--- src/hdl/fcg_pkg.sv ---
// ----------------------------------------------------------------------------
// fcg_pkg
// Shared widths, register codes, types and the divide step of the
// four-corner gradient pixel generator.
// ----------------------------------------------------------------------------
package fcg_pkg;

    localparam int CH_BITS        = 8;
    localparam int RGB_BITS       = 3 * CH_BITS;
    localparam int DIM_BITS       = 13;
    localparam int COORD_BITS     = 12;
    localparam int CFG_IDX_BITS   = 3;
    localparam int SPAN_BITS      = DIM_BITS + CH_BITS;
    localparam int DIV_BITS       = 2 * DIM_BITS;
    localparam int NUM_BITS       = DIV_BITS + CH_BITS;
    localparam int BITS_PER_STAGE = 2;
    localparam int DIV_STAGES     = CH_BITS / BITS_PER_STAGE;
    localparam int FRONT_STAGES   = 3;
    localparam int NUM_STAGES     = FRONT_STAGES + DIV_STAGES;

    localparam logic [DIM_BITS-1:0] WIDTH_RESET  = DIM_BITS'(640);
    localparam logic [DIM_BITS-1:0] HEIGHT_RESET = DIM_BITS'(480);

    typedef enum logic [CFG_IDX_BITS-1:0] {
        REG_UPPER_LEFT  = 3'd0,
        REG_UPPER_RIGHT = 3'd1,
        REG_LOWER_LEFT  = 3'd2,
        REG_LOWER_RIGHT = 3'd3,
        REG_WIDTH       = 3'd4,
        REG_HEIGHT      = 3'd5
    } reg_idx_t;

    // Index 2 is red, 1 green, 0 blue.
    typedef logic [2:0][CH_BITS-1:0] rgb_t;

    typedef struct packed {
        rgb_t                ul;
        rgb_t                ur;
        rgb_t                ll;
        rgb_t                lr;
        logic [DIM_BITS-1:0] width;
        logic [DIM_BITS-1:0] height;
        logic [DIM_BITS-1:0] w1;
        logic [DIM_BITS-1:0] h1;
        logic [DIV_BITS-1:0] divisor;
    } cfg_t;

    typedef struct packed {
        logic                q;
        logic [NUM_BITS-1:0] rem;
    } div_step_t;

    function automatic div_step_t div_step(input logic [NUM_BITS-1:0] rem,
                                           input logic [DIV_BITS-1:0] d,
                                           input int unsigned         sh);
        logic [NUM_BITS-1:0] trial;
        div_step_t           r;
        trial = NUM_BITS'(d) << sh;
        if (rem >= trial)
        begin
            r.q   = 1'b1;
            r.rem = rem - trial;
        end
        else
        begin
            r.q   = 1'b0;
            r.rem = rem;
        end
        return r;
    endfunction

endpackage

--- src/hdl/fcg_cfg_if.sv ---
// ----------------------------------------------------------------------------
// fcg_cfg_if
// Register write channel: index and data with valid/ready.
// ----------------------------------------------------------------------------
interface fcg_cfg_if;
    import fcg_pkg::*;

    logic                    valid;
    logic                    ready;
    logic [CFG_IDX_BITS-1:0] index;
    logic [RGB_BITS-1:0]     data;

    modport source (output valid, output index, output data, input ready);
    modport sink   (input valid, input index, input data, output ready);
endinterface

--- src/hdl/fcg_cfg.sv ---
// ----------------------------------------------------------------------------
// fcg_cfg
// Configuration registers: corner colours and image size, plus the spans
// (width-1 and height-1, at least one) and the registered divisor, their product.
// ----------------------------------------------------------------------------
module fcg_cfg (
    input  logic          clk,
    input  logic          rst_n,
    fcg_cfg_if.sink       cfg,
    output fcg_pkg::cfg_t cfg_out
);
    import fcg_pkg::*;

    rgb_t                ul_reg;
    rgb_t                ur_reg;
    rgb_t                ll_reg;
    rgb_t                lr_reg;
    logic [DIM_BITS-1:0] width_reg;
    logic [DIM_BITS-1:0] height_reg;
    logic [DIV_BITS-1:0] divisor_reg;
    logic [DIV_BITS-1:0] divisor_next;
    logic [DIM_BITS-1:0] w1;
    logic [DIM_BITS-1:0] h1;

    assign cfg.ready = 1'b1;

    always_ff @(posedge clk or negedge rst_n)
    begin
        if (!rst_n)
        begin
            ul_reg     <= '0;
            ur_reg     <= '0;
            ll_reg     <= '0;
            lr_reg     <= '0;
            width_reg  <= WIDTH_RESET;
            height_reg <= HEIGHT_RESET;
        end
        else if (cfg.valid)
        begin
            unique case (cfg.index)
                REG_UPPER_LEFT:  ul_reg     <= cfg.data;
                REG_UPPER_RIGHT: ur_reg     <= cfg.data;
                REG_LOWER_LEFT:  ll_reg     <= cfg.data;
                REG_LOWER_RIGHT: lr_reg     <= cfg.data;
                REG_WIDTH:       width_reg  <= cfg.data[DIM_BITS-1:0];
                REG_HEIGHT:      height_reg <= cfg.data[DIM_BITS-1:0];
                default:         ;
            endcase
        end
    end

    // A span of zero stands in as one: its coordinate can only be zero.
    assign w1 = (width_reg  <= DIM_BITS'(1)) ? DIM_BITS'(1) : width_reg  - DIM_BITS'(1);
    assign h1 = (height_reg <= DIM_BITS'(1)) ? DIM_BITS'(1) : height_reg - DIM_BITS'(1);

    assign divisor_next = DIV_BITS'(w1) * DIV_BITS'(h1);

    always_ff @(posedge clk or negedge rst_n)
    begin
        if (!rst_n)
            divisor_reg <= DIV_BITS'((WIDTH_RESET - DIM_BITS'(1)))
                         * DIV_BITS'((HEIGHT_RESET - DIM_BITS'(1)));
        else
            divisor_reg <= divisor_next;
    end

    assign cfg_out.ul      = ul_reg;
    assign cfg_out.ur      = ur_reg;
    assign cfg_out.ll      = ll_reg;
    assign cfg_out.lr      = lr_reg;
    assign cfg_out.width   = width_reg;
    assign cfg_out.height  = height_reg;
    assign cfg_out.w1      = w1;
    assign cfg_out.h1      = h1;
    assign cfg_out.divisor = divisor_reg;

endmodule

--- src/flat_wrapper.sv ---
// flat-port wrapper written by rule: the top's interface ports become plain ports
module fcg_cfg_flat import fcg_pkg::*;
  (clk, rst_n, cfg_out, cfg_valid, cfg_index, cfg_data, cfg_ready);
  fcg_cfg_if cfg_i ();
  input  logic clk;
  input  logic rst_n;
  output fcg_pkg::cfg_t cfg_out;
  input wire logic [$bits(cfg_i.valid)-1:0] cfg_valid;
  input wire logic [$bits(cfg_i.index)-1:0] cfg_index;
  input wire logic [$bits(cfg_i.data)-1:0] cfg_data;
  output wire logic [$bits(cfg_i.ready)-1:0] cfg_ready;
  assign cfg_i.valid = cfg_valid;
  assign cfg_i.index = cfg_index;
  assign cfg_i.data = cfg_data;
  assign cfg_ready = cfg_i.ready;
  fcg_cfg u_core (.clk(clk), .rst_n(rst_n), .cfg(cfg_i), .cfg_out(cfg_out));
endmodule
--- config.mk ---
export PLATFORM = sky130hd
export DESIGN_NAME = fcg_cfg_flat
export DESIGN_NICKNAME = d
export VERILOG_FILES = /design/src/hdl/fcg_pkg.sv /design/src/hdl/fcg_cfg_if.sv /design/src/hdl/fcg_cfg.sv /design/src/flat_wrapper.sv
export SDC_FILE = /design/constraint.sdc
export NUM_CORES = 1
export LEC_CHECK = 0
export BUFFER_PORTS_ARGS = -buffer_cell sky130_fd_sc_hd__buf_2
export CAP_MARGIN = 20
export CORE_MARGIN = 2
export CORE_UTILIZATION = 52
export DETAILED_ROUTE_END_ITERATION = 8
export PLACE_DENSITY = 0.78
export SLEW_MARGIN = 20
export SYNTH_ARGS = -nofsm -noshare
export SYNTH_HDL_FRONTEND = slang
export SYNTH_SLANG_ARGS = --single-unit
--- constraint.sdc ---
create_clock -name clk -period 6.76 [get_ports clk]
set_clock_uncertainty 0.15 [all_clocks]
set_input_delay 0 -clock clk [delete_from_list [all_inputs] [get_ports clk]]
set_output_delay 0 -clock clk [all_outputs]
set_load 0.005 [all_outputs]
==> run_results.csv <==
group,metric,value,unit
run_status,outcome,"finished, final reports clean",
sta,rsz0062_at_grt,"true",
critical_path,crit_arrival,6750,ps
layout,layout_commonest_cell,"buf_2",
layout,final_nets,1642,
sta,drv_slew,0,
drt,final_antenna_net_count,0,
layout,final_cell_mix,"buf_2 (202), inv_1 (182), dfrtp_1 (133)",
synthesis,synth.ff_latch_count,148,
synthesis,async_reset_ff_frac,1.000,
cts,cts-buffers-inserted,17,
critical_path,cp.depth,22,
cts,clk_pin_slew,80,ps
sta,fmax,152.0,MHz
synthesis,syn-num-nets,1345,
layout,utilization,0.6618,
drt,drt-initial-drc-count,514,
layout,fillers,1696,
global_routing,overflow,0,
drt,firstDrtPassIters,7,
synthesis,synth_warnings,0,
critical_path,slowest_stage,"or4_4",
floorplanning,die_h,153.2,um
floorplanning,die_x,153.2,um
synthesis,postSynthAreaPerCell,10.34,sq um
worst_hold_path,hold_path_depth,3,
sta,hold_viol,0,
global_routing,grt_max_degree,83,
critical_path,worstSetupPathType,"reg2reg",
synthesis,synthFlopType,"dfrtp_1",
cts,htreeDepth,4,
layout,largest_reg_flops,96,
synthesis,synth_cells,1119,
sta,tightestPinTransition,906.8,ps
layout,final_layout_size_suffix_gt1_frac,0.3359,
cts,clkSinkCount,148,
sta,slew_headroom,0.3911,
drt,routed_wl,32.33,mm
drt,vias_per_cell,5.414,
place,portBuffers,203,
global_routing,grt_antenna_before_repair,0,
synthesis,synth_edf_count,0,
layout,area_growth,24.82,%
critical_path,slowest_delay,580,ps
global_routing,grt.total_usage,0.2813,
worst_hold_path,hp-class,"in2reg",
floorplanning,ios,205,
global_routing,first_global_vias,10110,
job,cap_viol_max_count,0,
sta,setup_viol,0,
layout,antennaDiodeCount,0,
critical_path,crit_buf_inv,5,
critical_path,critPathLaunchType,"register",
critical_path,path_common_cell,"fa_1",
place,gp_congestion,0.9843,
layout,seqCellArea,3722,sq um
floorplanning,fp-row-count,54,
critical_path,path_cells,"or4_4 -> nor4_4 -> nor3b_4 -> nor2_2 -> nand2_2 -> buf_4 -> nor2_1 -> fa_1 -> inv_1 -> fa_1 -> inv_1 -> fa_1 -> fa_1 -> inv_1 -> fa_1 -> inv_1 -> ha_1 -> and3_1 -> a221o_1 -> o2bb2ai_1 -> and4b_1 -> a211o_1",
critical_path,crit_family,"adder cells",
cts,clock-root-buffer,"clkbuf_16",
floorplanning,initial_utilization,0.5302,
cts,ctsLongestPathBuffers,2,
cts,cts_tree,"yes",
critical_path,reg2reg_depth,22,
cts,clk_latency,430,ps
drt,post-route-drc-count,0,
drt,routedWlPerCell,18.92,um
global_routing,grt_first_pass_wirelength,51.98,mm
layout,multi_input_comb_area,7176,sq um
drt,num_vias,9253,
synthesis,ys_seq_area_frac,0.3217,
critical_path,required,6930,ps
synthesis,syn_area,11570,sq um
critical_path,crit_path_end_kind,"register",
sta,fin_crit_sh,0.9735,
critical_path,path_max_fanout,5,
sta,fin_crit,6581,ps
synthesis,synthDistinctLibCells,54,
floorplanning,dieArea,23460,sq um
place,dp_hpwl,24.54,mm
floorplanning,fp.coreArea,21820,sq um
-- metrics by stage --
step / area (sq um) / hold WS, ps / TNS, ps / cells / setup slack, ps
after floorplan: 11570 / -445.6 / 0 / 1119 / 322.7
after global placement: 13370 / -115.8 / 0 / 1643 / 96.29
after detailed placement: 13370 / -111.1 / 0 / 1643 / 22.74
after CTS: 14290 / 212.2 / 0 / 1707 / 18.19
after global routing: 14440 / 250.2 / -52.25 / 1709 / -48.04
final: 14440 / 241.7 / 0 / 1709 / 179.4
-- path summary, 6_finish.rpt --
check	startpoint	endpoint	slack [ps]
worst max-delay path	u_core.width_reg[6]	u_core.divisor_reg[22]	180
max in group asynchronous	rst_n	u_core.cfg_out[156]	4780
worst min-delay path	cfg_data[15]	u_core.cfg_out[117]	240
min in group asynchronous	rst_n	u_core.divisor_reg[10]	520
worst max register to register	u_core.width_reg[6]	u_core.divisor_reg[22]	180
worst min register to register	u_core.cfg_out[98]	u_core.cfg_out[98]	350
-- cell type report --
type	instances	area share
clock buffers	17	0.02946
clock inverters	15	0.01222
inverters	182	0.04730
multi-input cells	757	0.4968
flip-flops and latches	148	0.2577
well taps	280	0.02426
repair buffers	310	0.1322
-- worst reg2reg max path: stages, from the launching register on --
cell and delay (ps):
dfrtp_1 380, or4_4 580, nor4_4 180, nor3b_4 320
nor2_2 110, nand2_2 120, buf_4 160, nor2_1 60
fa_1 520, inv_1 50, fa_1 530, inv_1 60
fa_1 460, fa_1 490, inv_1 50, fa_1 530
inv_1 50, ha_1 360, and3_1 240, a221o_1 410
o2bb2ai_1 210, and4b_1 230, a211o_1 230
-- cells by family after synthesis --
family                     count (synthesis)  share of synthesized area
AOI/OAI and AO/OA                         65                    0.03525
xor gates and xnor gates                  56                    0.04239
adders and majority gates                196                     0.2904
buffers and inverters                    214                    0.07104
DFF                                      148                     0.3217
muxes                                    121                     0.1176
other                                      1                  0.0003241
and+or+nand+nor                          318                     0.1212
-- layer usage --
| metal | track usage | part of all wire | vias to the layer above |
|---|---|---|---|
| met1 | 0.3467 | 0.40 | 4624 |
| met5 | 0 | 0 | - |
| met2 | 0.4807 | 0.49 | 420 |
| met3 | 0.06890 | 0.081 | 80 |
| met4 | 0.1054 | 0.033 | 0 |
| li1 | - | - | 4129 |
-- synthesized netlist by cell type (3+ instances only) --
cell | instances | area [sq um]
mux2_2 | 120 | 1351
and3_1 | 3 | 18.77
dfrtp_1 | 133 | 3328
a21o_1 | 7 | 52.55
ha_1 | 75 | 938.4
a21oi_1 | 22 | 110.1
buf_2 | 3 | 15.01
o21bai_1 | 5 | 37.54
nand4_1 | 3 | 18.77
clkbuf_1 | 26 | 97.59
nor3_1 | 23 | 115.1
a31oi_1 | 6 | 37.54
and2_1 | 6 | 37.54
fa_1 | 121 | 2422
nand2_1 | 122 | 457.9
dfstp_2 | 15 | 394.1
nor2_1 | 115 | 431.7
xor2_1 | 25 | 219.0
or2_2 | 3 | 18.77
inv_1 | 182 | 683.2
a221o_1 | 3 | 30.03
or3_1 | 5 | 31.28
nor2b_1 | 5 | 31.28
nand3_1 | 10 | 50.05
o21ai_0 | 11 | 55.05
nor3b_1 | 3 | 22.52
nand2b_1 | 5 | 31.28
xnor2_1 | 31 | 271.5
-- what timing repair did --
action,4_1_cts,5_1_grt
hold buffers,32,0
gates resized for setup,0,29
endpoints found under the hold margin,188,0
setup endpoints to repair,0,11
buffers inserted,0,2
Power is left out: the tool's default activity adds up to more than one toggle a clock period on the data nets, which glitch-free logic cannot reach.
